### config.mk
export PLATFORM = sky130hd
export DESIGN_NAME = bmpsd_queue
export DESIGN_NICKNAME = d
export VERILOG_FILES = /design/src/design/bmpsd_pkg.sv /design/src/design/bmpsd_queue.sv
export SDC_FILE = /design/constraint.sdc
export NUM_CORES = 1
export LEC_CHECK = 0
export BUFFER_PORTS_ARGS = -buffer_cell sky130_fd_sc_hd__buf_2
export CAP_MARGIN = 20
export CORE_ASPECT_RATIO = 0.8
export CORE_MARGIN = 1
export CORE_UTILIZATION = 50
export DETAILED_ROUTE_END_ITERATION = 6
export PLACE_DENSITY = 0.68
export RECOVER_POWER = 25
export SKIP_LAST_GASP = 1
export SYNTH_ARGS = -nofsm -noshare
export SYNTH_HDL_FRONTEND = slang
export SYNTH_SLANG_ARGS = --single-unit
export TNS_END_PERCENT = 20
### constraint.sdc
create_clock -name clk -period 3.51 [get_ports clk]
set_input_delay 0.351 -clock clk [delete_from_list [all_inputs] [get_ports clk]]
set_output_delay 0.351 -clock clk [all_outputs]
set_load 0.02 [all_outputs]
### src/design/bmpsd_pkg.sv
// Shared types and constants for the BMP stream decoder.
// No dependencies; imported by every design module but bmpsd_ram.
`default_nettype none
package bmpsd_pkg;

	localparam int MAX_WIDTH       = 4096;
	localparam int MAX_HEIGHT      = 4096;
	localparam int PALETTE_ENTRIES = 256;
	localparam int PAL_AW          = $clog2(PALETTE_ENTRIES);
	localparam int QDEPTH          = 4;
	localparam int QAW             = $clog2(QDEPTH);

	// header byte offsets
	localparam int HDR_OFFSET = 10;
	localparam int HDR_WIDTH  = 18;
	localparam int HDR_HEIGHT = 22;
	localparam int HDR_PLANES = 26;
	localparam int HDR_BPP    = 28;
	localparam int HDR_COMP   = 30;
	localparam int HDR_COLORS = 46;
	localparam int HDR_LAST   = 53;
	localparam int HDR_SIZE   = 54;

	localparam logic [7:0] MAGIC_B = 8'h42;
	localparam logic [7:0] MAGIC_M = 8'h4D;

	typedef enum logic [2:0] {
		PH_HEADER,
		PH_PALETTE,
		PH_SKIP,
		PH_PIXEL,
		PH_PAD,
		PH_DONE,
		PH_ERROR
	} phase_t;

	typedef enum logic [2:0] {
		ERR_NONE,
		ERR_MAGIC,
		ERR_PLANES,
		ERR_COMPRESSED,
		ERR_BPP,
		ERR_OFFSET,
		ERR_TRUNCATED
	} err_t;

	// One queue entry: optional palette write, optional pixel, optional error.
	// For a palette lookup, c0 carries the pixel's index byte.
	typedef struct packed {
		logic              pal_we;
		logic [PAL_AW-1:0] pal_addr;
		logic [23:0]       pal_data;
		logic              pix_v;
		logic              lut;
		logic              hit;
		logic [11:0]       row;
		logic [11:0]       col;
		logic [7:0]        c0;
		logic [7:0]        c1;
		logic [7:0]        c2;
		logic              done;
		logic              err_v;
		err_t              err_code;
	} qentry_t;

endpackage
`default_nettype wire

### src/design/bmpsd_queue.sv
// Short FIFO of work entries between front and back.
// Uses bmpsd_pkg for the entry type and depth.
`default_nettype none
module bmpsd_queue import bmpsd_pkg::*; (
	input  wire         clk,
	input  wire         arst_n,
	input  wire         push,
	input  qentry_t     push_data,
	input  wire         pop,
	output logic        full,
	output logic        nonempty,
	output qentry_t     head
);
	qentry_t        mem_q [QDEPTH];
	logic [QAW-1:0] wr_q, rd_q;
	logic [QAW:0]   cnt_q;

	assign full     = cnt_q == (QAW+1)'(QDEPTH);
	assign nonempty = cnt_q != '0;
	assign head     = mem_q[rd_q];

	always_ff @(posedge clk) begin
		if (push)
			mem_q[wr_q] <= push_data;
	end

	always_ff @(posedge clk or negedge arst_n) begin
		if (!arst_n) begin
			wr_q  <= '0;
			rd_q  <= '0;
			cnt_q <= '0;
		end else begin
			if (push)
				wr_q <= wr_q + 1'b1;
			if (pop)
				rd_q <= rd_q + 1'b1;
			if (push && !pop)
				cnt_q <= cnt_q + 1'b1;
			else if (pop && !push)
				cnt_q <= cnt_q - 1'b1;
		end
	end
endmodule
`default_nettype wire

* Word-level counts from Yosys, hierarchy flattened
Memory sizes are Yosys's and may differ from the RTL's.
Cells that the tools add are included.
** Operators by class
- Div/mod/pow operators :: 0
- Shift operators :: 0
- $lt $le $gt $ge :: 0
- Equal/unequal tests :: 1
- Reductions and logical operators :: 6
- Bitwise gates (word level) :: 0
- $add $sub $neg :: 4
- Multiply operators :: 0
- Multiplexer cells :: 4
** Operators by type and width (count)
- two-way mux 3 bit :: 2
- adder 2 x 1 -> 2 bit (second input constant) :: 2
- adder 3 x 1 -> 3 bit (second input constant) :: 1
- equality test 3 bit (second input constant) :: 1
- nonzero test 3 bit :: 1
- subtractor 3 x 1 -> 3 bit (second input constant) :: 1
- logical AND 1 bit :: 2
- logical NOT 1 bit :: 2
- two-way mux 1 bit :: 2
- nonzero test 2 bit :: 1
** Word-level totals
- Flip-flop bits (word level) :: 7
- Memory bits (read-only) :: 0
- Memories :: 1
- Bits in latches :: 0
- Word-level logic and storage cells :: 19
- Output and inout bits :: 91
- RAM bits :: 356
** Memory list
- mem_q :: words 4, bits a word 89, rd ports 1, clocked after Yosys merged registers in 0, write ports 1, RTL line bmpsd_queue.sv:14 : qentry_t mem_q [QDEPTH];

* Longest topological paths before layout
Gate-level depths: netlist (run 1).
- Depth in word-level cells :: 4
- Mapped depth :: 7

* Least setup slack after synthesis (run 1)
Ideal clock, no wire load.
- Path type :: register -> register
- Start point :: reg wr_q[0]
- End point :: mem mem_q[2][0] in the netlist's numbering (enable)
- Data required time :: 3.053 ns
- Cell stages (with the launch flop) :: 4
- Buffers on the path :: 0
- Arrival time :: 2.680 ns
- Slack :: 0.372 ns
- Clock period less this slack :: 3.138 ns
- Path through :: dfrtp_1 -> inv_1 -> ha_1 -> and2_1
** RTL lines
- start, declared :: RTL line bmpsd_queue.sv:15 : logic [QAW-1:0] wr_q, rd_q;
- start signal, assigned :: RTL line bmpsd_queue.sv:34 : wr_q <= wr_q + 1'b1;
- end, declared :: RTL line bmpsd_queue.sv:14
No word-level cell before the write port.

==> results of run 1 <==
per-stage QoR:
| step | hold slack [ns] | std cells |
|---|---|---|
| 2_1_floorplan | 0.0554 | 499 |
| 3_3_place_gp | 0.203 | 1026 |
| 3_5_place_dp | 0.209 | 1026 |
| 4_1_cts | 0.0275 | 1092 |
| 5_1_grt | 0.0554 | 1092 |
| 6_report | 0.0606 | 1096 |
flip-flops by register name (all words and copies together), names as in the netlist:
signal,cells
cnt_q,3
rd_q,2
mem_q,356
wr_q,2
cell type report:
cell class | count | area, um2 | share of cell area (%)
tap | 357 | 447 | 2.84
sequential | 363 | 10900 | 69.1
clock buffer | 51 | 1060 | 6.75
clock inverter | 14 | 129 | 0.819
inverter | 4 | 15.0 | 0.0955
multi-input combinational | 112 | 2220 | 14.1
timing repair buffer | 191 | 976 | 6.21
antenna | 4 | 10.0 | 0.0636
cell usage in the layout (no fill, tap or decap), types with 3 or more instances in the layout:
cell type / count
dfrtp_1: 5
and2_4: 4
buf_12: 6
xor2_1: 4
edfxtp_1: 356
clkinv_2: 5
clkbuf_16: 39
clkinv_1: 3
diode_2: 4
mux4_2: 89
ha_1: 5
inv_1: 4
buf_2: 121
clkbuf_1: 70
clkbuf_8: 4
kinds of logic after synthesis:
group	share of synthesized area [%]
xor gates and xnor gates	0.394
muxes	15.1
and+or+nand+nor	0.376
DFF	81.5
AOI/OAI and AO/OA	0.0375
buffers and inverters	1.92
adders and majority gates	0.620
layer usage:
metal,vias up,track usage (%)
met5,-,0
met4,4,4.96
met1,3041,23.9
li1,2578,-
met3,49,5.37
met2,206,28.2
power breakdown:
part           switching, W  internal (W)  total, W
combinational       0.00245       0.00169   0.00415
clock               0.00152       0.00226   0.00378
sequential         0.000290       0.00567   0.00596
total               0.00427       0.00963    0.0139
worst max-delay path: cells and delay by family, from the launching register on:
| kind | cells | cell delay [ns] |
|---|---|---|
| buf+inv | 2 | 0.79 |
| flops | 1 | 0.42 |
| mux | 1 | 0.60 |
worst max-delay path by stage:
stage	depth (start not counted)	startpoint	slack, ns	end
5_1_grt	3	rd_q[0]	0.63	head[35]
2_1_floorplan	3	wr_q[0]	0.37	mem_q[2][0]
4_1_cts	3	rd_q[0]	0.72	head[28]
3_3_place_gp	3	rd_q[0]	1.28	head[28]
6_report	3	rd_q[0]	0.79	head[28]
3_5_place_dp	3	rd_q[0]	1.28	head[35]
==> flow_summary.json, run 1 <==
{
  "outcome": "finished clean",
  "crit_path_top_delay_cell": "buf_4",
  "top_layer": "met5",
  "synth_edf_count": 356,
  "hpwl_mm": 13.8,
  "max_stage_delay_ns": 0.61,
  "n_fill_cell": 1857,
  "cap_violations": 0,
  "critical_path_class": "reg -> out",
  "via_count": 5878,
  "gr-total-overflow": 0,
  "hp-start": "push_data[24]",
  "hold-path-cell-count": 1,
  "rr_worst_depth": 4,
  "async_flop_share_pct": 1.93,
  "antenna_found_initial": 4,
  "place_congestion": 0.762,
  "skew_ns": 0.0128,
  "crit_required_ns": 3.16,
  "setup_viol": 0,
  "synth.distinct_cells": 19,
  "htreeDepth": 2,
  "nets": 808,
  "syn_to_final_growth_pct": 18.0,
  "p_leak_nw": 5.22,
  "drive_gt1_share_pct": 37.8,
  "worstPathCellList": "buf_4 > mux4_2 > buf_2",
  "r2r_slack_ns": 1.47,
  "pin_count": 184,
  "fmax_mhz": 368,
  "clkSinkCount": 363,
  "yosysMostFrequentCell": "edfxtp_1",
  "drc": 0,
  "critPathCaptureType": "primary output",
  "die_h_um": 148,
  "grt_pass1_vias": 6334,
  "dr.pass1.iters": 4,
  "dr_wl_met2_mm": 11.2,
  "root_buffer": "clkbuf_16",
  "clk_latency_ns": 0.51,
  "dp_slack_ns": 1.28,
  "fin_setup_tns_ns": 0,
  "coreArea_um2": 26200,
  "detail-route-antenna-nets": 0,
  "yosysSeqAreaShare_pct": 81.5,
  "drt-met1-wl_mm": 9.84,
  "hold_viol": 0,
  "grt_pass1_wl_mm": 35.5,
  "yosys.area.top_type": "edfxtp_1",
  "die_x_um": 185,
  "layout_min_cycle_time_ns": 2.72,
  "finalPower_w": 0.0139,
  "post_cts_buffers": 0,
  "final_core_util_pct": 60.0,
  "cts_tree": "done",
  "drt_wl_total_mm": 23.6,
  "synth_top_area_share_pct": 80.2,
  "tightestPinTransition_ns": 0.781,
  "synth_top_cells_by_area": "edfxtp_1 80%, mux4_2 15%, buf_12 1.4%",
  "start_util_pct": 50.9,
  "placed_cell_area_um2": 14600,
  "vias_per_cell": 5.36,
  "grt_max_degree": 54,
  "path_max_fanout": 38,
  "postCtsResizedCells": 0,
  "syn_area_per_cell_um2": 26.7,
  "holdBufCountCts": 1,
  "ys_seq_elements": 363,
  "clk_pin_slew_ns": 0.06,
  "num_rows": 53,
  "die-area_um2": 27300,
  "hold-path-endpoint": "mem_q[3][24]",
  "synth_nets": 598,
  "track_usage_pct": 17.7,
  "drv_slew": 0,
  "final_area_um2": 15700,
  "avgRoutedWirePerCell_um": 21.5,
  "hold_class": "in -> reg",
  "ctsLongestPathBuffers": 3,
  "power_density_nw_per_um2": 884,
  "cp-start-kind": "flip-flop",
  "synthFlopType": "edfxtp_1",
  "irDropWorstVdd_uv": 525,
  "yosys_warnings": 0,
  "reg2reg_from": "wr_q[1]",
  "syn_area_um2": 13300,
  "numCtsBuffers": 37,
  "slew_headroom_pct": 48.0,
  "fin_crit_sh_pct": 77.4,
  "drt_iter0_drc": 369,
  "r2r-end": "mem_q[0][72]",
  "io_buffers": 183,
  "synthTopCellsByCount": "356 x edfxtp_1, 89 x mux4_2, 9 x buf_12, 9 x buf_2, 7 x dfrtp_1",
  "cp.arrival_ns": 2.37,
  "wl_met3_mm": 2.07,
  "rsz0062_at_grt": "no",
  "postLayoutSetupSlackWorst_ns": 0.794,
  "postSynthCellCount": 499
}
No activity file was read; power rests on OpenSTA's default activity.
==> run 2, diff against run 1 <==
PLACE_DENSITY = 0.71   (was 0.68)
clock period = 2.4 ns   (was 3.51 ns; I/O delays follow)
==> run 2 against run 1 <==
Against the previous run:
- count of clock-buffer cells in the layout shrank 9
- clock skew fell by 0.0019 ns
- cell area rose by 6.3%
- global-route usage grew 0.97 points
- largest power group unchanged
- wire length grew 4.1%
- setup slack got worse by 0.70 ns
- register-to-register slack got worse by 0.83 ns
- utilization rose by 3.8 points
- clock power grew 36%
- sequential share of layout area decreased by 4.1 points
==> flow_summary.json, run 2 (synthesis results as in run 1) <==
{
  "use_met3_pct": 5.59,
  "p_leak_nw": 5.68,
  "die-area_um2": 27300,
  "gr-total-overflow": 0,
  "numCtsBuffers": 36,
  "grt_max_degree": 46,
  "dr.pass1.iters": 5,
  "power_density_nw_per_um2": 1220,
  "htreeDepth": 2,
  "critPathCaptureType": "primary output",
  "clk_pin_slew_ns": 0.06,
  "via_count": 6275,
  "detail-route-antenna-nets": 0,
  "slew_headroom_pct": 69.9,
  "layout_min_cycle_time_ns": 2.31,
  "pin_count": 184,
  "crit_required_ns": 2.16,
  "critical_path_class": "reg -> out",
  "power.share.clock_pct": 25.2,
  "drive_gt1_share_pct": 35.5,
  "top_register": "mem_q",
  "combPwrFrac_pct": 32.3,
  "clkSinkCount": 363,
  "crit_path_top_delay_cell": "dfrtp_4",
  "coreArea_um2": 26200,
  "drt_wl_total_mm": 24.5,
  "rsz0062_at_grt": "no",
  "use_met2_pct": 31.9,
  "avgRoutedWirePerCell_um": 20.6,
  "setup_viol": 0,
  "outcome": "finished clean",
  "drv_slew": 0,
  "r2r-end": "mem_q[2][81]",
  "critPathLaunch": "rd_q[0]",
  "max_stage_delay_ns": 0.54,
  "postLayoutSetupSlackWorst_ns": 0.0929,
  "final_common_cell": "edfxtp_1",
  "grt_pass1_vias": 6927,
  "cap_violations": 0,
  "fin_crit_sh_pct": 96.1,
  "drt_iter0_drc": 420,
  "switching_power_w": 0.00623,
  "hold_class": "in -> reg",
  "root_buffer": "clkbuf_16",
  "cts_tree": "done",
  "skew_ns": 0.0108,
  "rr_worst_depth": 4,
  "final_cell_mix": "356 x edfxtp_1, 129 x buf_2, 91 x dlygate4sd3_1",
  "largest_reg_flops": 356,
  "start_util_pct": 50.9,
  "worstPathCellList": "buf_4 > buf_12 > mux4_2 > buf_2",
  "path_max_fanout": 11,
  "final_area_um2": 16700,
  "nets": 913,
  "placed_cell_area_um2": 14800,
  "dp_slack_ns": 0.281,
  "fmax_mhz": 433,
  "io_buffers": 183,
  "r2r_slack_ns": 0.64,
  "ctsLongestPathBuffers": 3,
  "met1_usage_pct": 23.4,
  "irDropWorstVdd_uv": 878,
  "antenna_found_initial": 0,
  "num_rows": 53,
  "p_int_w": 0.0142,
  "place_congestion": 0.715,
  "hold_viol": 0,
  "tightestPinTransition_ns": 0.451,
  "grt_pass1_wl_mm": 37.8,
  "reg2reg_from": "wr_q[0]",
  "p_seq_share_pct": 42.5,
  "syn_to_final_growth_pct": 25.5,
  "antenna_cells": 0,
  "drc": 0,
  "hold-path-cell-count": 2,
  "cp.arrival_ns": 2.07,
  "die_x_um": 185,
  "busiest_layer": "met2",
  "cp-start-kind": "flip-flop",
  "switching_share_pct": 30.6,
  "vias_per_cell": 5.27,
  "hpwl_mm": 14.7,
  "cp-endpoint": "head[47]",
  "die_h_um": 148,
  "top_regs": "mem_q (356), cnt_q (3)",
  "track_usage_pct": 18.7,
  "clk_latency_ns": 0.50
}
==> run 2: cell types whose count changed in the layout (fill, tap and decap cells not counted), moves of 4 or more <==
cell and delta:
buf_12 +7, buf_2 +8, buf_4 +8, diode_2 -4, clkbuf_1 -11, dlygate4sd3_1 +90, clkbuf_8 -4
==> run 2: how the worst min path moves through the flow <==
| stage | startpoint | endpoint |
|---|---|---|
| after floorplan | arst_n | cnt_q[0] |
| after global placement | arst_n | cnt_q[2] |
| after detailed placement | arst_n | cnt_q[1] |
| after CTS | push | wr_q[0] |
| after global routing | push | wr_q[0] |
| final | push | wr_q[0] |
==> run 2: timing repair <==
action	4_1_cts	5_1_grt
setup endpoints to repair	71	0
buffers inserted	6	0
endpoints found under the hold margin	364	0
gates resized for setup	0	0
hold buffers	91	0
==> run 2: worst max-delay path, delay by kind of cell (launching register included) <==
family	cells	cell delay, ns
flip-flops	1	0.54
buffers and inverters	3	0.50
multiplexers	1	0.53
==> run 2: stage by stage <==
stage	hold slack (ns)	total power (W)	utilization, %	cells	setup TNS [ns]
floorplan	-0.0556	0.0133	-	499	-188.02
global placement	0.0763	0.0151	56.3	1036	0
detailed placement	0.0820	0.0153	56.3	1036	0
CTS	0.0216	0.0207	64.1	1191	0
global route	0.0362	0.0213	63.8	1191	0
finish	0.0442	0.0204	63.8	1191	0
==> run 2: power groups by stage <==
stage	Sequential (W)	Clock, W	Combinational, W
finish	0.00866	0.00513	0.00659
global route	0.00876	0.00550	0.00708
CTS	0.00868	0.00525	0.00676
detailed placement	0.00890	0	0.00641
global placement	0.00880	0	0.00633
floorplan	0.00867	0	0.00468
==> run 2: per-layer routing <==
layer / vias up / part of all wire [%]
li1: 2776 / -
met1: 3246 / 40
met2: 223 / 51
met3: 30 / 8.2
met4: 0 / 1.2
met5: - / 0
==> run 2: cell type report <==
| class | instances | area, um2 |
|---|---|---|
| clock buffers | 42 | 945 |
| fillers | 1767 | 9470 |
| clock inverters | 16 | 128 |
| inverters | 4 | 15.0 |
| flip-flops and latches | 363 | 10900 |
| multi-input cells | 112 | 2220 |
| well taps | 357 | 447 |
| repair buffers | 297 | 2100 |
==> run 3, diff against run 2 <==
REMOVE_ABC_BUFFERS = 1   (was default)
==> run 3 against run 2 <==
Against the previous run:
- power increased by 1.3%
- first-iteration DRC count increased by 13%
- utilization decreased by 0.081 points
- via count decreased by 0.14%
- flip-flop and latch count unchanged
- critical path type unchanged
- critical endpoint is now head[76]
- largest power group unchanged
- highest routed layer unchanged
==> flow_summary.json, run 3 (synthesis results as in run 1) <==
{
  "hpwl_mm": 14.1,
  "drt_wl_total_mm": 25.0,
  "top_regs": "mem_q (356), cnt_q (3)",
  "finalPower_w": 0.0206,
  "nets": 903,
  "met1_usage_pct": 25.9,
  "path_max_fanout": 54,
  "detail-route-antenna-nets": 0,
  "top_register": "mem_q",
  "clkSinkCount": 363,
  "gr-total-overflow": 0,
  "ctsLongestPathBuffers": 3,
  "crit_buf_inv": 2,
  "htreeDepth": 2,
  "worstPathCellList": "buf_12 > mux4_2 > buf_2",
  "skew_ns": 0.0113,
  "largest_reg_flops": 356,
  "cap_violations": 0,
  "p_seq_share_pct": 41.9,
  "switching_share_pct": 30.6,
  "track_usage_pct": 19.0,
  "cp.arrival_ns": 2.12,
  "pin_count": 184,
  "cp-start-kind": "flip-flop",
  "fmax_mhz": 424,
  "outcome": "finished clean",
  "tightestPinTransition_ns": 0.582,
  "cts_tree": "done",
  "syn_to_final_growth_pct": 25.3,
  "critical_path_class": "reg -> out",
  "die-area_um2": 27300,
  "numCtsBuffers": 36,
  "start_util_pct": 50.9,
  "critPathCaptureType": "primary output",
  "num_rows": 53,
  "hold_viol": 0,
  "die_h_um": 148,
  "root_buffer": "clkbuf_16",
  "crit_path_top_delay_cell": "dfrtp_4",
  "use_met3_pct": 5.08,
  "place_congestion": 0.716,
  "layout_min_cycle_time_ns": 2.36,
  "grt_max_degree": 65,
  "dr.pass1.iters": 4,
  "switching_power_w": 0.00631,
  "max_stage_delay_ns": 0.60,
  "power.share.clock_pct": 26.9,
  "clk_latency_ns": 0.50,
  "vias_per_cell": 5.28,
  "avgRoutedWirePerCell_um": 21.0,
  "final_common_cell": "edfxtp_1",
  "post_cts_buffers": 0,
  "die_x_um": 185,
  "p_leak_nw": 5.67,
  "drc": 0,
  "fin_crit_sh_pct": 98.3,
  "io_buffers": 183,
  "p_int_w": 0.0143,
  "final_core_util_pct": 63.8,
  "drt_iter0_drc": 473,
  "final_area_um2": 16700,
  "hold_class": "in -> reg",
  "drive_gt1_share_pct": 35.2,
  "grt_pass1_wl_mm": 38.2,
  "slew_headroom_pct": 61.2,
  "via_count": 6266,
  "rsz0062_at_grt": "yes",
  "antenna_found_initial": 1,
  "clk_pin_slew_ns": 0.06,
  "placed_cell_area_um2": 14700,
  "drv_slew": 0,
  "grt_pass1_vias": 6763,
  "busiest_layer": "met2",
  "final_cell_mix": "356 x edfxtp_1, 132 x buf_2, 91 x dlygate4sd3_1",
  "power_density_nw_per_um2": 1240,
  "fin_setup_tns_ns": 0,
  "cp_top_family": "flip-flops",
  "coreArea_um2": 26200,
  "setup_viol": 0,
  "irDropWorstVdd_uv": 971,
  "crit_required_ns": 2.16,
  "use_met2_pct": 30.8,
  "combPwrFrac_pct": 31.2
}
-- run 3: cell types whose count changed in the layout (fill, tap and decap cells not counted), moves of 2 or more --
cell | previous run | this run
buf_4 | 9 | 4
buf_12 | 13 | 8
bufinv_16 | 2 | 5
clkbuf_1 | 59 | 57
buf_2 | 129 | 132
-- run 3: worst register-to-register path: stages, from the launching register on --
cell and delay, ns:
dfrtp_1 0.40, inv_1 0.10, ha_1 0.16, and2_4 0.39
buf_12 0.31
-- run 3: power groups by stage --
stage	sequential, W	clock, W	combinational (W)
5_1_grt	0.00874	0.00593	0.00690
3_3_place_gp	0.00869	0	0.00636
6_report	0.00864	0.00556	0.00644
2_1_floorplan	0.00913	0	0.00351
4_1_cts	0.00865	0.00569	0.00657
3_5_place_dp	0.00878	0	0.00640
-- run 3: final timing paths --
check | start | endpoint | slack (ns) | cells past startpoint
worst max-delay path | rd_q[1] | head[76] | 0.04 | 3
worst min-delay path | push | wr_q[0] | 0.07 | 2
worst max register to register | wr_q[1] | mem_q[1][18] | 0.69 | 4
worst min register to register | cnt_q[2] | cnt_q[2] | 0.50 | 1
max in group asynchronous | arst_n | rd_q[0] | 1.86 | 2
min in group asynchronous | arst_n | cnt_q[1] | 0.19 | 2
-- run 3: cell type report --
class                   count  area [um2]
repair buffers            287        1980
flip-flops and latches    363       10900
multi-input cells         112        2220
well taps                 357         447
clock buffers              43         948
diodes                      1        2.50
fillers                  1763        9490
inverters                   4        15.0
clock inverters            20         221
-- run 3: what timing repair did --
item,CTS,global route
setup endpoints to repair,11,54
hold endpoints to repair,364,0
hold buffers,91,0
resized for setup,1,0
gates cloned,0,0
-- run 3: metal layers --
layer,wire length (um),part of all wire [%]
met3,2060,8.2
met2,12100,49
met4,360,1.4
met5,0,0
met1,10400,42
-- run 3: stage by stage --
stage | std cells | setup WS [ns] | hold slack, ns
after floorplan | 479 | -2.09 | -0.0556
after global placement | 1032 | 0.541 | 0.0843
after detailed placement | 1032 | 0.533 | 0.0896
after CTS | 1186 | -0.00470 | 0.0320
after global routing | 1186 | -0.0649 | 0.0753
final | 1187 | 0.0414 | 0.0653
