===== config.mk =====
export PLATFORM = sky130hd
export DESIGN_NAME = bmpsd_front
export DESIGN_NICKNAME = d
export VERILOG_FILES = /design/src/design/bmpsd_pkg.sv /design/src/design/bmpsd_front.sv
export SDC_FILE = /design/constraint.sdc
export NUM_CORES = 1
export LEC_CHECK = 0
export ABC_AREA = 1
export BUFFER_PORTS_ARGS = -buffer_cell sky130_fd_sc_hd__buf_4
export CAP_MARGIN = 20
export CORE_MARGIN = 3
export CORE_UTILIZATION = 45
export CTS_BUF_LIST = sky130_fd_sc_hd__clkbuf_16
export CTS_CLUSTER_DIAMETER = 80
export DETAILED_ROUTE_END_ITERATION = 6
export HOLD_SLACK_MARGIN = 0.03
export PLACE_DENSITY = 0.64
export REMOVE_ABC_BUFFERS = 1
export SYNTH_ARGS = -nofsm -noshare
export SYNTH_HDL_FRONTEND = slang
export SYNTH_SLANG_ARGS = --single-unit

===== constraint.sdc =====
create_clock -name clk -period 7.15 [get_ports clk]
set_input_delay 0.715 -clock clk [delete_from_list [all_inputs] [get_ports clk]]
set_output_delay 0.715 -clock clk [all_outputs]
set_load 0.02 [all_outputs]

===== src/design/bmpsd_pkg.sv =====
// Shared types and constants for the BMP stream decoder.
// No dependencies; imported by every design module but bmpsd_ram.
`default_nettype none
package bmpsd_pkg;

	localparam int MAX_WIDTH       = 4096;
	localparam int MAX_HEIGHT      = 4096;
	localparam int PALETTE_ENTRIES = 256;
	localparam int PAL_AW          = $clog2(PALETTE_ENTRIES);
	localparam int QDEPTH          = 4;
	localparam int QAW             = $clog2(QDEPTH);

	// header byte offsets
	localparam int HDR_OFFSET = 10;
	localparam int HDR_WIDTH  = 18;
	localparam int HDR_HEIGHT = 22;
	localparam int HDR_PLANES = 26;
	localparam int HDR_BPP    = 28;
	localparam int HDR_COMP   = 30;
	localparam int HDR_COLORS = 46;
	localparam int HDR_LAST   = 53;
	localparam int HDR_SIZE   = 54;

	localparam logic [7:0] MAGIC_B = 8'h42;
	localparam logic [7:0] MAGIC_M = 8'h4D;

	typedef enum logic [2:0] {
		PH_HEADER,
		PH_PALETTE,
		PH_SKIP,
		PH_PIXEL,
		PH_PAD,
		PH_DONE,
		PH_ERROR
	} phase_t;

	typedef enum logic [2:0] {
		ERR_NONE,
		ERR_MAGIC,
		ERR_PLANES,
		ERR_COMPRESSED,
		ERR_BPP,
		ERR_OFFSET,
		ERR_TRUNCATED
	} err_t;

	// One queue entry: optional palette write, optional pixel, optional error.
	// For a palette lookup, c0 carries the pixel's index byte.
	typedef struct packed {
		logic              pal_we;
		logic [PAL_AW-1:0] pal_addr;
		logic [23:0]       pal_data;
		logic              pix_v;
		logic              lut;
		logic              hit;
		logic [11:0]       row;
		logic [11:0]       col;
		logic [7:0]        c0;
		logic [7:0]        c1;
		logic [7:0]        c2;
		logic              done;
		logic              err_v;
		err_t              err_code;
	} qentry_t;

endpackage
`default_nettype wire


===== src/design/bmpsd_front.sv =====
// Front end: parses the byte stream (header, palette, skip, pixels, padding)
// and pushes one work entry per byte that causes anything. Uses bmpsd_pkg.
`default_nettype none
module bmpsd_front import bmpsd_pkg::*; (
	input  wire         clk,
	input  wire         arst_n,
	input  wire         accept,
	input  wire  [7:0]  data_byte,
	input  wire         stream_end,
	output logic        push,
	output qentry_t     entry
);
	phase_t      phase_q, phase_n;
	logic [34:0] pos_q;
	logic [7:0]  magic_q;
	logic [31:0] off_q, hw_q, hh_q, comp_q, colors_q;
	logic [15:0] planes_q, bpp_q;
	logic [31:0] off_n, hw_n, hh_n, comp_n, colors_n;
	logic [15:0] planes_n, bpp_n;
	logic [12:0] img_w_q, img_h_q, row_q, col_q;
	logic [4:0]  bpp_img_q;
	logic [8:0]  cc_q;
	logic [34:0] pend_q;
	logic [15:0] pal_acc_q;
	logic [1:0]  bip_q, pad_q;
	logic [7:0]  pb0_q, pb1_q;

	logic [34:0] pos_next;
	err_t        hdr_err;
	phase_t      hdr_phase;
	logic [32:0] table_n;
	logic [34:0] pend_n;
	logic [8:0]  cc_n;

	logic [34:0] rel;
	logic        pal_we;

	logic [1:0]  bpb;
	logic        pix_fire;
	logic [13:0] col_inc, row_inc;
	logic        row_wrap;
	logic [1:0]  pad_amt;

	phase_t      after_pix;
	err_t        err_code;
	logic        err_v;

	function automatic phase_t choose(input logic [34:0] nxt, input logic is8,
			input logic [34:0] pend, input logic [31:0] off,
			input logic [12:0] w, input logic [12:0] h);
		phase_t r;
		if (is8 && nxt < pend)
			r = PH_PALETTE;
		else if (nxt < {3'b0, off})
			r = PH_SKIP;
		else if (w == '0 || h == '0)
			r = PH_DONE;
		else
			r = PH_PIXEL;
		return r;
	endfunction

	assign pos_next = pos_q + 35'd1;

	// header field capture
	always_comb begin
		off_n    = off_q;
		hw_n     = hw_q;
		hh_n     = hh_q;
		planes_n = planes_q;
		bpp_n    = bpp_q;
		comp_n   = comp_q;
		colors_n = colors_q;
		if (phase_q == PH_HEADER) begin
			case (pos_q)
				35'(HDR_OFFSET+0): off_n[7:0]      = data_byte;
				35'(HDR_OFFSET+1): off_n[15:8]     = data_byte;
				35'(HDR_OFFSET+2): off_n[23:16]    = data_byte;
				35'(HDR_OFFSET+3): off_n[31:24]    = data_byte;
				35'(HDR_WIDTH+0):  hw_n[7:0]       = data_byte;
				35'(HDR_WIDTH+1):  hw_n[15:8]      = data_byte;
				35'(HDR_WIDTH+2):  hw_n[23:16]     = data_byte;
				35'(HDR_WIDTH+3):  hw_n[31:24]     = data_byte;
				35'(HDR_HEIGHT+0): hh_n[7:0]       = data_byte;
				35'(HDR_HEIGHT+1): hh_n[15:8]      = data_byte;
				35'(HDR_HEIGHT+2): hh_n[23:16]     = data_byte;
				35'(HDR_HEIGHT+3): hh_n[31:24]     = data_byte;
				35'(HDR_PLANES+0): planes_n[7:0]   = data_byte;
				35'(HDR_PLANES+1): planes_n[15:8]  = data_byte;
				35'(HDR_BPP+0):    bpp_n[7:0]      = data_byte;
				35'(HDR_BPP+1):    bpp_n[15:8]     = data_byte;
				35'(HDR_COMP+0):   comp_n[7:0]     = data_byte;
				35'(HDR_COMP+1):   comp_n[15:8]    = data_byte;
				35'(HDR_COMP+2):   comp_n[23:16]   = data_byte;
				35'(HDR_COMP+3):   comp_n[31:24]   = data_byte;
				35'(HDR_COLORS+0): colors_n[7:0]   = data_byte;
				35'(HDR_COLORS+1): colors_n[15:8]  = data_byte;
				35'(HDR_COLORS+2): colors_n[23:16] = data_byte;
				35'(HDR_COLORS+3): colors_n[31:24] = data_byte;
				default: ;
			endcase
		end
	end

	// header checks and the phase that follows the header
	always_comb begin
		table_n   = (colors_q == '0) ? 33'(PALETTE_ENTRIES) : {1'b0, colors_q};
		pend_n    = (bpp_q == 16'd8) ? (35'(HDR_SIZE) + {table_n, 2'b00}) : 35'(HDR_SIZE);
		cc_n      = (table_n < 33'(PALETTE_ENTRIES)) ? table_n[8:0] : 9'(PALETTE_ENTRIES);
		if (bpp_q != 16'd8)
			cc_n = '0;
		hdr_err   = ERR_NONE;
		hdr_phase = choose(35'(HDR_SIZE), bpp_q == 16'd8, pend_n, off_q,
			hw_q[12:0], hh_q[12:0]);
		if (phase_q == PH_HEADER) begin
			if (pos_q == 35'd1 && (magic_q != MAGIC_B || data_byte != MAGIC_M))
				hdr_err = ERR_MAGIC;
			else if (pos_q == 35'(HDR_PLANES+1) && planes_n != 16'd1)
				hdr_err = ERR_PLANES;
			else if (pos_q == 35'(HDR_COMP+3) && comp_n != '0)
				hdr_err = ERR_COMPRESSED;
			else if (pos_q == 35'(HDR_LAST)) begin
				if (bpp_q != 16'd8 && bpp_q != 16'd16 && bpp_q != 16'd24)
					hdr_err = ERR_BPP;
				else if (hw_q > 32'(MAX_WIDTH) || hh_q > 32'(MAX_HEIGHT))
					hdr_err = ERR_TRUNCATED;
				else if ({3'b0, off_q} < pend_n)
					hdr_err = ERR_OFFSET;
			end
		end
	end

	// palette bytes: entries are 4 bytes, the fourth is dropped
	assign rel    = pos_q - 35'(HDR_SIZE);
	assign pal_we = (phase_q == PH_PALETTE) && (rel[1:0] == 2'd2) &&
		(rel[34:2] < {24'b0, cc_q});

	// pixel assembly
	assign bpb      = bpp_img_q[4:3];
	assign pix_fire = (phase_q == PH_PIXEL) && ((3'(bip_q) + 3'd1) >= 3'(bpb));
	assign col_inc  = 14'(col_q) + 14'd1;
	assign row_inc  = 14'(row_q) + 14'd1;
	assign row_wrap = col_inc >= 14'(img_w_q);
	assign pad_amt  = 2'd0 - 2'(img_w_q[1:0] * bpb);

	always_comb begin
		after_pix = PH_PIXEL;
		if (row_wrap) begin
			if (row_inc >= 14'(img_h_q))
				after_pix = PH_DONE;
			else if (pad_amt != 2'd0)
				after_pix = PH_PAD;
		end
	end

	// next phase (before the stream-end rearm)
	always_comb begin
		phase_n = phase_q;
		unique case (phase_q)
			PH_HEADER: begin
				if (hdr_err != ERR_NONE)
					phase_n = PH_ERROR;
				else if (pos_q == 35'(HDR_LAST))
					phase_n = hdr_phase;
			end
			PH_PALETTE, PH_SKIP:
				phase_n = choose(pos_next, bpp_img_q == 5'd8, pend_q, off_q, img_w_q, img_h_q);
			PH_PIXEL:
				if (pix_fire)
					phase_n = after_pix;
			PH_PAD:
				if (pad_q <= 2'd1)
					phase_n = PH_PIXEL;
			PH_DONE, PH_ERROR: ;
			default: phase_n = phase_q;
		endcase
	end

	// errors to report for this byte
	always_comb begin
		err_v    = 1'b0;
		err_code = ERR_NONE;
		if (hdr_err != ERR_NONE) begin
			err_v    = 1'b1;
			err_code = hdr_err;
		end else if (stream_end && phase_n != PH_DONE && phase_n != PH_ERROR) begin
			err_v    = 1'b1;
			err_code = ERR_TRUNCATED;
		end
	end

	// queue entry
	always_comb begin
		entry          = '0;
		entry.pal_we   = pal_we;
		entry.pal_addr = rel[PAL_AW+1:2];
		entry.pal_data = {data_byte, pal_acc_q};
		entry.pix_v    = pix_fire;
		entry.row      = 12'(img_h_q - row_q - 13'd1);
		entry.col      = col_q[11:0];
		entry.done     = (row_inc == 14'(img_h_q)) && (col_inc == 14'(img_w_q));
		unique case (bpp_img_q)
			5'd24: begin
				entry.c0 = data_byte;
				entry.c1 = pb1_q;
				entry.c2 = pb0_q;
			end
			5'd16: begin
				entry.c0 = pb0_q;
				entry.c1 = data_byte;
			end
			default: begin
				entry.lut = 1'b1;
				entry.hit = {1'b0, data_byte} < cc_q;
				entry.c0  = data_byte;
			end
		endcase
		entry.err_v    = err_v;
		entry.err_code = err_code;
		push = accept && (pal_we || pix_fire || err_v);
	end

	always_ff @(posedge clk or negedge arst_n) begin
		if (!arst_n) begin
			phase_q   <= PH_HEADER;
			pos_q     <= '0;
			magic_q   <= '0;
			off_q     <= '0;
			hw_q      <= '0;
			hh_q      <= '0;
			planes_q  <= '0;
			bpp_q     <= '0;
			comp_q    <= '0;
			colors_q  <= '0;
			img_w_q   <= '0;
			img_h_q   <= '0;
			bpp_img_q <= '0;
			cc_q      <= '0;
			pend_q    <= '0;
			pal_acc_q <= '0;
			row_q     <= '0;
			col_q     <= '0;
			bip_q     <= '0;
			pad_q     <= '0;
			pb0_q     <= '0;
			pb1_q     <= '0;
		end else if (accept) begin
			if (stream_end) begin
				phase_q   <= PH_HEADER;
				pos_q     <= '0;
				magic_q   <= '0;
				off_q     <= '0;
				hw_q      <= '0;
				hh_q      <= '0;
				planes_q  <= '0;
				bpp_q     <= '0;
				comp_q    <= '0;
				colors_q  <= '0;
				img_w_q   <= '0;
				img_h_q   <= '0;
				bpp_img_q <= '0;
				cc_q      <= '0;
				pend_q    <= '0;
				pal_acc_q <= '0;
				row_q     <= '0;
				col_q     <= '0;
				bip_q     <= '0;
				pad_q     <= '0;
				pb0_q     <= '0;
				pb1_q     <= '0;
			end else begin
				phase_q  <= (err_v) ? PH_ERROR : phase_n;
				pos_q    <= pos_next;
				off_q    <= off_n;
				hw_q     <= hw_n;
				hh_q     <= hh_n;
				planes_q <= planes_n;
				bpp_q    <= bpp_n;
				comp_q   <= comp_n;
				colors_q <= colors_n;
				if (phase_q == PH_HEADER && pos_q == '0)
					magic_q <= data_byte;
				if (phase_q == PH_HEADER && pos_q == 35'(HDR_LAST) && hdr_err == ERR_NONE) begin
					img_w_q   <= hw_q[12:0];
					img_h_q   <= hh_q[12:0];
					bpp_img_q <= bpp_q[4:0];
					cc_q      <= cc_n;
					pend_q    <= pend_n;
				end
				if (phase_q == PH_PALETTE) begin
					if (rel[1:0] == 2'd0)
						pal_acc_q[7:0] <= data_byte;
					if (rel[1:0] == 2'd1)
						pal_acc_q[15:8] <= data_byte;
				end
				if (phase_q == PH_PIXEL) begin
					if (bip_q == 2'd0)
						pb0_q <= data_byte;
					if (bip_q == 2'd1)
						pb1_q <= data_byte;
					if (pix_fire) begin
						bip_q <= '0;
						if (row_wrap) begin
							col_q <= '0;
							row_q <= row_inc[12:0];
							pad_q <= pad_amt;
						end else begin
							col_q <= col_inc[12:0];
						end
					end else begin
						bip_q <= bip_q + 2'd1;
					end
				end
				if (phase_q == PH_PAD && pad_q != 2'd0)
					pad_q <= pad_q - 2'd1;
			end
		end
	end
endmodule
`default_nettype wire


# Word level (Yosys, flattened, before mapping)
# Index checks and enable logic that the tools add are counted.
[totals]
register_bits = 375
inputBits = 12
output_inout_bits = 90
word_cells = 322
rom_bits = 0
latchBits = 0
n_memories = 0
ram_bits = 0
[op_classes]
n_eq_ne = 47
bitwise = 0
n_shift = 0
n_lt_le_gt_ge = 14
multipliers = 1
add_sub_neg = 11
div = 0
muxes = 113
reduce_logical = 100
[op_table]
columns = ["cell", "n"]
rows = [
  ["$eq A35 B5 Y1 const B", 14],
  ["$mux W32", 11],
  ["$mux W8", 36],
  ["$eq A35 B6 Y1 const B", 7],
  ["$mux W13", 12],
  ["$eq A35 B4 Y1 const B", 4],
  ["$mux W35", 4],
  ["$mux W16", 6],
  ["$mux W3", 25],
  ["$reduce_and A3 Y1", 23],
  ["$gt A32 B13 Y1 const B", 2],
  ["$reduce_bool A2 Y1", 31],
  ["$logic_not A13 Y1", 4],
  ["$mux W9", 4],
  ["$add A35 B1 Y35 const B", 1],
  ["$add A6 B34 Y35 const A", 1],
  ["$eq A35 B1 Y1 const B", 1],
  ["$logic_not A35 Y1", 1],
  ["$lt A32 B35 Y1", 1],
  ["$lt A35 B32 Y1", 1],
  ["$lt A35 B35 Y1", 1],
  ["$lt A6 B35 Y1 const A", 1],
  ["$sub A35 B6 Y35 const B", 1],
  ["$lt A33 B9 Y1", 1],
  ["other kinds (43)", 93],
]

# Depth between registers and ports, before layout
# Gate-level depths: netlist of run 1.
[logic_depth]
ltp_word = 23
mapped_depth = 36
mapped_depth_nobuf = 35

# Least setup slack after synthesis of run 1
# No wires, ideal clock.
[synth_path]
kind = "reg-to-output"
start = "reg pos_q[2]"
end = "out push"
arrival_time_ps = 4116
path_buffers = 0
setup_slack_ps = 2319
stages_incl_launch_ff = 32
required_time_ps = 6435
cell_sequence = "dfrtp_1 > ha_1 > nand3_1 > nor3_2 > nand3_1 > nor3_1 > nand3_1 > nor2_1 > nand4_1 > nor2_1 > nand2_1 > nor2_1 > nand3_1 > xor2_1 > inv_1 > ha_1 > nand2_1 > nor2_1 > nand2_1 > nor4_1 > o2111ai_1 > nand4_1 > nand4_1 > a21oi_1 > nand2_1 > nand2_1 > inv_1 > nand3_1 > nand3_1 > nand3_1 > nand2_1 > inv_1"
[synth_via]
elab_chain_cells = 19
word_cells_on_any_way = 48
classes_between = "2 x add/sub; 3 x order compare; 11 x eq/ne; 20 x mux; 12 x reduce/logical"
[synth_rtl]
columns = ["element", "line_no", "rtl"]
rows = [
  ["start: declaration", "bmpsd_front.sv:14", "logic [34:0] pos_q;"],
  ["start signal: assignment", "bmpsd_front.sv:273", "pos_q <= pos_next;"],
  ["parallel branches: the longest is 17 deep, another holds $add A35 B1 Y35", "--", ""],
  ["$logic_or A1 B1 Y1 (*)", "bmpsd_front.sv:220", "push = accept && (pal_we || pix_fire || err_v);"],
  ["$logic_and A1 B1 Y1 (*)", "bmpsd_front.sv:220", ""],
  ["end: declaration", "bmpsd_front.sv:10", "output logic push,"],
]
# Mark *: on every way between the ends.

# Final worst setup path of run 1
# Ends and elaborated chain as after synthesis.

==> results of run 1 <==
-- kinds of logic (layout without fill, tap and decap cells) --
family                     after synthesis  in the layout  synth area share, %
DFF                                    374            374                 38.6
adders and majority gates              163            163                 8.47
and+or+nand+nor                       1440           1440                 26.5
buffers and inverters                  613            677                 10.2
xor gates and xnor gates                69             69                 2.49
AOI/OAI and AO/OA                      592            592                 13.8
-- final cells by class --
| cell class | instances | area share, % |
|---|---|---|
| Inverter | 474 | 6.62 |
| Timing Repair Buffer | 122 | 3.52 |
| Multi-Input combinational cell | 2264 | 46.4 |
| Tap cell | 688 | 3.20 |
| Sequential cell | 374 | 34.8 |
| Clock inverter | 36 | 1.32 |
| Clock buffer | 45 | 4.19 |
-- routing by layer --
metal	global-route usage, %	up-vias
met2	44.6	766
met4	10.5	0
met1	36.3	10800
met3	5.24	175
met5	0	-
li1	-	10800
-- critical path: cells and delay by family (launching register included) --
family	cells	cell delay, ns
AOI/OAI and AO/OA	2	0.35
xor gates and xnor gates	1	0.23
adders and majority gates	2	0.52
buffers and inverters	4	0.37
DFF	1	0.44
and+or+nand+nor	23	3.48
-- stage by stage --
step           cell area, um^2  setup WS, ns  utilization (%)
2_1_floorplan            23600          2.33                -
3_3_place_gp             25300         0.782             47.9
3_5_place_dp             25400         0.657             47.9
4_1_cts                  26900         0.237             50.7
5_1_grt                  26900       0.00151             50.8
6_report                 26900         0.453             50.8
-- registers in the layout, summed over array words and instances (netlist names), 5 cells and up --
name and flops:
pos_q 35, pend_q 34, off_q 32, colors_q 32
pb0_q 8, magic_q 8, img_h_q 13, hh_q 32
pb1_q 8, planes_q 16, bpp_img_q 5, col_q 13
img_w_q 13, row_q 13, cc_q 9, hw_q 32
pal_acc_q 16, bpp_q 16, comp_q 32
-- worst max-delay path by stage --
stage	from	end	slack, ns	cells after the start
CTS	pos_q[2]	push	0.24	32
global route	pos_q[2]	push	0.002	32
finish	pos_q[2]	push	0.45	32
detailed placement	pos_q[2]	push	0.66	32
global placement	pos_q[2]	push	0.78	32
floorplan	pos_q[2]	push	2.33	31
-- where the power goes --
part / leakage, nW / internal, W / switching, W / total, W
registers: 5.05 / 0.00235 / 0.000215 / 0.00256
clock network: 0.734 / 0.00134 / 0.000984 / 0.00232
logic: 7.62 / 0.000410 / 0.000871 / 0.00128
total: 13.4 / 0.00410 / 0.00207 / 0.00617
-- cells in the final DEF (no fill, tap or decap), drive strengths merged, types with 4 or more instances in the layout --
master,n
o32ai,9
nor4,49
o211ai,8
bufinv,5
o21a,5
dfrtp,374
ha,161
nand4,96
xor2,64
clkinv,18
nor2,277
xnor2,5
clkbuf,46
buf,121
nand2,729
or2,8
a41oi,4
nand3,213
o22ai,105
o21ai,346
inv,483
clkinvlp,4
nor3,59
a21oi,88
o31ai,4
-- timing repair --
action,CTS,global route
buffers inserted,0,0
endpoints found under the setup margin,1,4
cloned,0,0
gates resized for setup,1,2
==> reports/qor.yml, run 1 <==
die_h_um: 238
async_flop_share_pct: 100
synth_top_area_share_pct: 38.6
hold_ws_ns: 0.158
hold_violations: 0
hp-class: "in2async"
finalMaxSlewViolations: 0
yosysSeqAreaShare_pct: 38.6
cp_slowest_cell: "dfrtp_1"
tritoncts: "yes"
total_power_w: 0.00617
postSynthAreaPerCell_um2: 7.47
slew-limit-headroom_pct: 25.8
setup_violations: 0
synth_edf_count: 0
worstMarginPinSlew_ns: 1.11
route.met2.wl_um: 36200
tns_ns: 0
leakage_nw: 13.4
grt_pass1_wl_um: 122000
rr_startpoint: "bpp_q[12]"
cp_max_fo: 7
stdcell_count: 4003
crit_path_start_kind: "flip-flop"
clock_sinks: 374
min_period_ns: 6.70
yosysWarnings: 0
grt_pass1_vias: 21600
path_class: "reg2out"
dr.first_iter.drc_count: 1590
fillerInstances: 5184
io_buffers: 101
ant_nets: 0
netlist_top_cells_area: "dfrtp_1 (39%), nand2_1 (11%), ha_1 (8.3%), inv_1 (7.1%), o21ai_0 (6.3%)"
ys.flop_type: "dfrtp_1"
fin_skew_ns: 0.0293
synth-seq-cells: 374
overflow: 0
cts_root_buf: "clkbuf_16"
pin_count: 102
die_x_um: 238
wl_um: 78800
critical_path.endpoint_type: "primary output"
firstDrtPassIters: 6
post-route-period-util_pct: 93.7
wire_per_inst_um: 19.7
synth.most_common_cell: "nand2_1"
grt.total_usage_pct: 27.4
n_antenna_cell: 0
grt_setup_unrepaired: "no"
m1WireLength_um: 33900
maxClockFrequency_ghz: 0.149
clk_latency_ns: 0.59
num_rows: 84
yosysTopAreaCell: "dfrtp_1"
slowest_delay_ns: 0.44
start_util_pct: 45.8
vdd_drop_max_mv: 0.183
dieArea_um2: 56800
ff_latch_area_um2: 9360
grt_max_degree: 158
place_inst: 3919
highest_layer: "met4"
worstRegToRegCells: 22
globalplace.congestion: 0.963
syn-cell-area_um2: 24300
regToRegSetupSlack_ns: 1.49
synth_commonest_cells: "nand2_1 (711), inv_1 (460), dfrtp_1 (374)"
cp.required_ns: 6.43
multiInputGateArea_um2: 12500
htreeDepth: 2
wl_met3_um: 5590
via_per_inst: 5.63
finalNetCount: 3456
area_delta_synth_final_pct: 10.9
cts_hold_buf: 0
clk_pin_slew_ns: 0.06
drive_above_1_share_pct: 8.48
drc: 0
core_area_um2: 53000
outcome: "completed"
num_vias: 22500
post-dp-hpwl_um: 57900
synth_cell_types: 62
r2r-end: "pend_q[6]"
maxCapViolations: 0
powerDensity_nw_per_um2: 229
cp_data_arrival_time_ns: 5.98
numCtsBuffers: 45
synthCells: 3251
cts_max_path_buffers: 3
antenna_found_initial: 1
No activity file was read; power rests on OpenSTA's default activity.
==> run 2: changes to the inputs <==
- GPL_TIMING_DRIVEN: not set -> 0
==> run 2 against run 1 <==
Effect of this change: global-route usage down 0.60 points; total power about the same; die area unchanged; first-iteration DRC count is 31% higher; clock skew shrank 0.0049 ns; critical path depth unchanged; clock-buffer cell count shrank 2; combinational power barely moved; sequential power barely moved; critical path type unchanged; critical endpoint unchanged.
==> reports/qor.yml, run 2 (synthesized netlist as in run 1, its figures left out) <==
cp_max_fo: 4  # -3
slowest_delay_ns: 0.44  # about the same
grt_pass1_wl_um: 120000  # -1.6%
pin_count: 102  # unchanged
globalplace.congestion: 0.964  # +0.11%
start_util_pct: 45.8  # unchanged
worstRegToRegCells: 24  # +9.1%
htreeDepth: 2  # unchanged
post-dp-hpwl_um: 56700  # -2.1%
dr.first_iter.drc_count: 2076  # +31%
powerDensity_nw_per_um2: 228  # -0.40%
cp.required_ns: 6.43  # about the same
tritoncts: "yes"
hold_ws_ns: 0.480  # +0.322 ns
clk_latency_ns: 0.60  # about the same
io_buffers: 101  # unchanged
setup_violations: 0  # unchanged
critical_path.endpoint_type: "primary output"
holdPathStages: 2
core_area_um2: 53000  # unchanged
layout_commonest_cell: "nand2_1"
crit_top_cell: "nand2_1"
dieArea_um2: 56800  # unchanged
overflow: 0  # unchanged
crit_path_start_kind: "flip-flop"
cts_max_path_buffers: 3  # unchanged
cp_slowest_cell: "dfrtp_1"
die_x_um: 238  # unchanged
finalNetCount: 3450  # -0.17%
num_vias: 22400  # -0.65%
n_antenna_cell: 0  # unchanged
clock_sinks: 374  # unchanged
min_period_ns: 6.63  # -0.0706 ns
largest_register: "pos_q"
ant_nets: 0  # unchanged
slew-limit-headroom_pct: 26.6  # +0.86 points
numCtsBuffers: 43  # -4.4%
drive_above_1_share_pct: 8.49  # +0.018 points
via_per_inst: 5.60  # -0.48%
die_h_um: 238  # unchanged
hold_violations: 0  # unchanged
finalMaxSlewViolations: 0  # unchanged
wire_per_inst_um: 19.2  # -2.2%
antenna_found_initial: 0  # -1
grt_max_degree: 117  # -26%
top_regs: "pos_q (35), pend_q (34)"
hp-class: "reg2reg"
num_rows: 84  # unchanged
worstMarginPinSlew_ns: 1.10  # -0.00553 ns
maxCapViolations: 0  # unchanged
fin_skew_ns: 0.0244  # -0.00488 ns
path_class: "reg2out"
firstDrtPassIters: 5  # -1
post-route-period-util_pct: 92.7  # -0.99 points
leakage_nw: 13.5  # +0.40%
area_delta_synth_final_pct: 11.4
grt_pass1_vias: 21200  # -1.5%
final_util_pct: 51.0  # +0.23 points
clk_pin_slew_ns: 0.07  # about the same
grt.total_usage_pct: 26.7  # -0.60 points
drc: 0  # unchanged
outcome: "completed"
cts_root_buf: "clkbuf_16"
vdd_drop_max_mv: 0.168  # -8.3%
maxClockFrequency_ghz: 0.151  # +1.1%
largest_reg_flops: 35  # unchanged
final_cell_mix: "nand2_1 (705), inv_1 (464), dfrtp_1 (373), o21ai_0 (307), nor2_1 (254)"
tns_ns: 0  # unchanged
wl_um: 76900  # -2.4%
cp_data_arrival_time_ns: 5.91  # -0.07 ns
-- run 2: cell types whose count changed in the layout (fill, tap and decap cells not counted), moves of 3 or more --
cell / before / now
buf_16: 0 / 7
buf_4: 118 / 103
buf_6: 1 / 4
clkinv_1: 11 / 7
clkinv_2: 5 / 11
-- run 2: critical path, delay by kind of cell, from the launching register on --
kind / cells / cell delay [ns]
and+or+nand+nor: 23 / 3.30
adders and majority gates: 2 / 0.57
DFF: 1 / 0.44
AOI/OAI and AO/OA: 2 / 0.34
buffers and inverters: 4 / 0.45
xor gates and xnor gates: 1 / 0.23
-- run 2: worst paths after layout --
path,startpoint,to,slack (ns)
setup / recovery,pos_q[1],push,0.52
hold / removal,pend_q[1],pend_q[1],0.48
setup reg to reg,colors_q[0],pend_q[5],1.45
hold reg to reg,pend_q[1],pend_q[1],0.48
max in group asynchronous,arst_n,hw_q[30],5.06
min in group asynchronous,arst_n,pos_q[30],0.63
-- run 2: final cells by class --
class,count,area [um^2]
fill,5143,25900
multi-input combinational,2264,12500
sequential,374,9360
inverter,474,1780
clock buffer,43,1080
timing repair buffer,118,1070
tap,688,861
clock inverter,35,392
-- run 2: repair_timing --
action | 4_1_cts | 5_1_grt
pin swaps | 0 | 0
cloned | 0 | 0
endpoints found under the hold margin | 2 | 0
setup buffers | 0 | 0
hold buffers | 1 | 0
setup endpoints to repair | 3 | 4
gates resized for setup | 1 | 7
-- run 2: where the power goes --
group          internal [W]  switching, W  total [W]
registers           0.00235      0.000212    0.00256
clock network       0.00136      0.000970    0.00233
logic              0.000416      0.000862    0.00128
-- run 2: per-stage QoR --
step / power [W] / instance area, um^2 / setup WS (ns) / std cells
final: 0.00617 / 27000 / 0.523 / 3996
after global routing: 0.00650 / 27000 / -0.00443 / 3996
after floorplan: 0.00336 / 23600 / 2.33 / 3112
after detailed placement: 0.00385 / 25500 / 0.615 / 3915
after CTS: 0.00621 / 27000 / 0.138 / 3994
after global placement: 0.00380 / 25200 / -0.273 / 3901
-- run 2: metal layers --
metal / up-vias / share of wire [%] / global-route usage [%]
li1: 10900 / - / -
met2: 730 / 46 / 43.8
met3: 139 / 6.0 / 3.27
met4: 0 / 3.4 / 8.67
met5: - / 0 / 0
met1: 10700 / 45 / 37.1
==> run 3: changes to the inputs <==
- CAP_MARGIN: 20 -> not set
- CORE_UTILIZATION: 45 -> 40
- PLACE_DENSITY: 0.64 -> 0.59
==> run 3 against run 2 <==
Effect of this change: total power down 1.9%; via count shrank 2.9%; setup slack lost 0.046 ns; clock skew increased by 0.013 ns; non-clock buffer count shrank 7; first-iteration DRC count is 14% lower; maximum frequency decreased by 0.69%; worst hold slack lost 0.33 ns; sequential power barely moved; register-to-register slack got worse by 0.10 ns; clock-buffer cell count rose by 1; critical endpoint unchanged; highest routed layer unchanged.
==> reports/qor.yml, run 3 (synthesized netlist as in run 1, its figures left out) <==
outcome: "completed"
area_delta_synth_final_pct: 11.2
worstMarginPinSlew_ns: 1.46  # +0.357 ns
vdd_drop_max_mv: 0.185  # +10%
finalMaxSlewViolations: 0  # unchanged
cts_hold_buf: 0  # -1
die_x_um: 252  # +5.9%
crit_path_start_kind: "flip-flop"
cp.required_ns: 6.43  # about the same
wl_um: 75400  # -2.0%
core_area_um2: 59600  # +12%
num_vias: 21700  # -2.9%
slew-limit-headroom_pct: 2.57  # -24 points
ff_latch_area_um2: 9360  # unchanged
multiInputGateArea_um2: 12500  # +0.20%
grt_pass1_vias: 20100  # -5.6%
crit_top_cell: "nand2_1"
cts_root_buf: "clkbuf_16"
num_rows: 89  # +6.0%
dr.first_iter.drc_count: 1791  # -14%
fillerInstances: 6044  # +18%
pin_count: 102  # unchanged
antenna_found_initial: 1  # +1
firstDrtPassIters: 5  # unchanged
globalplace.congestion: 0.940  # -2.5%
io_buffers: 101  # unchanged
powerDensity_nw_per_um2: 224  # -1.8%
cp_data_arrival_time_ns: 5.96  # +0.05 ns
total_power_w: 0.00605  # -1.9%
post-dp-hpwl_um: 54800  # -3.2%
slowest_delay_ns: 0.43  # about the same
path_class: "reg2out"
cp_max_fo: 7  # +3
htreeDepth: 2  # unchanged
wire_per_inst_um: 18.5  # -3.9%
fin_area_um2: 27000  # -0.14%
drive_above_1_share_pct: 8.29  # -0.20 points
min_period_ns: 6.67  # +0.0457 ns
ant_nets: 0  # unchanged
n_antenna_cell: 0  # unchanged
leakage_nw: 13.4  # -0.46%
hp-class: "in2async"
top_regs: "pos_q (35), pend_q (34)"
start_util_pct: 40.7  # -5.1 points
post-route-period-util_pct: 93.3  # +0.64 points
clock_sinks: 374  # unchanged
layout_commonest_cell: "nand2_1"
critical_path.endpoint_type: "primary output"
final_cell_mix: "nand2_1 (706), inv_1 (469), dfrtp_1 (373), o21ai_0 (307), nor2_1 (252)"
dpl_cell_area_um2: 25500  # about the same
die_h_um: 252  # +5.9%
fin_skew_ns: 0.0370  # +0.0126 ns
finalNetCount: 3444  # -0.17%
final_util_pct: 45.3  # -5.7 points
hold_violations: 0  # unchanged
cp_slowest_cell: "dfrtp_2"
drc: 0  # unchanged
overflow: 0  # unchanged
maxClockFrequency_ghz: 0.150  # -0.69%
setup_violations: 0  # unchanged
tns_ns: 0  # unchanged
grt_max_degree: 107  # -8.5%
clk_latency_ns: 0.61  # about the same
cts_max_path_buffers: 3  # unchanged
pre_cts_ws_ns: 0.362  # -0.253 ns
grt.total_usage_pct: 23.4  # -3.3 points
tritoncts: "yes"
via_per_inst: 5.33  # -4.9%
setup_slack_ns: 0.478  # -0.0457 ns
grt_pass1_wl_um: 118000  # -1.7%
clk_pin_slew_ns: 0.06  # about the same
dieArea_um2: 63700  # +12%
largest_reg_flops: 35  # unchanged
largest_register: "pos_q"
maxCapViolations: 0  # unchanged
numCtsBuffers: 44  # +2.3%
==> run 3: stage by stage <==
stage          hold WS [ns]  std cells
4_1_cts               0.170       4073
6_report              0.146       4078
5_1_grt               0.210       4078
2_1_floorplan         0.419       3112
3_5_place_dp          0.459       3991
3_3_place_gp          0.454       3986
==> run 3: power by group <==
group	switching [W]	internal, W
Sequential	0.000211	0.00235
Clock	0.000984	0.00124
Combinational	0.000860	0.000405
Total	0.00205	0.00400
==> run 3: timing repair <==
action | CTS | global route
gates resized for setup | 2 | 10
setup endpoints to repair | 4 | 4
pin swaps | 0 | 3
setup buffers | 0 | 3
==> run 3: worst paths after layout <==
check | startpoint | slack (ns) | cells after the start | endpoint
max | pos_q[2] | 0.48 | 32 | push
min | arst_n | 0.15 | 1 | col_q[11]
max reg2reg | colors_q[0] | 1.35 | 24 | pend_q[7]
min reg2reg | pend_q[1] | 0.47 | 2 | pend_q[1]
max in group asynchronous | arst_n | 5.55 | 3 | colors_q[30]
min in group clk | pend_q[1] | 0.47 | 2 | pend_q[1]
==> run 3: layout make-up <==
cell class | instances | share of cell area, %
multi-input combinational | 2264 | 46.4
sequential | 374 | 34.7
inverter | 474 | 6.61
clock buffer | 44 | 4.08
tap | 773 | 3.58
timing repair buffer | 111 | 3.53
clock inverter | 38 | 1.15
==> run 3: critical path, delay by kind of cell (launching register included) <==
family / cells / cell delay (ns)
AND/OR/NAND/NOR: 22 / 3.28
adder cells (fa/ha/maj): 2 / 0.52
buffers and inverters: 5 / 0.52
flip-flops: 1 / 0.43
AO/OA/AOI/OAI: 2 / 0.40
XOR/XNOR: 1 / 0.22
==> run 3: metal layers <==
| metal | part of all wire (%) | routed length [um] | track usage (%) | vias to the layer above |
|---|---|---|---|---|
| li1 | - | - | - | 10800 |
| met1 | 48 | 35900 | 34.6 | 10200 |
| met2 | 45 | 33700 | 36.6 | 580 |
| met3 | 5.6 | 4240 | 2.97 | 83 |
| met4 | 2.1 | 1580 | 5.70 | 0 |
| met5 | 0 | 0 | 0 | - |
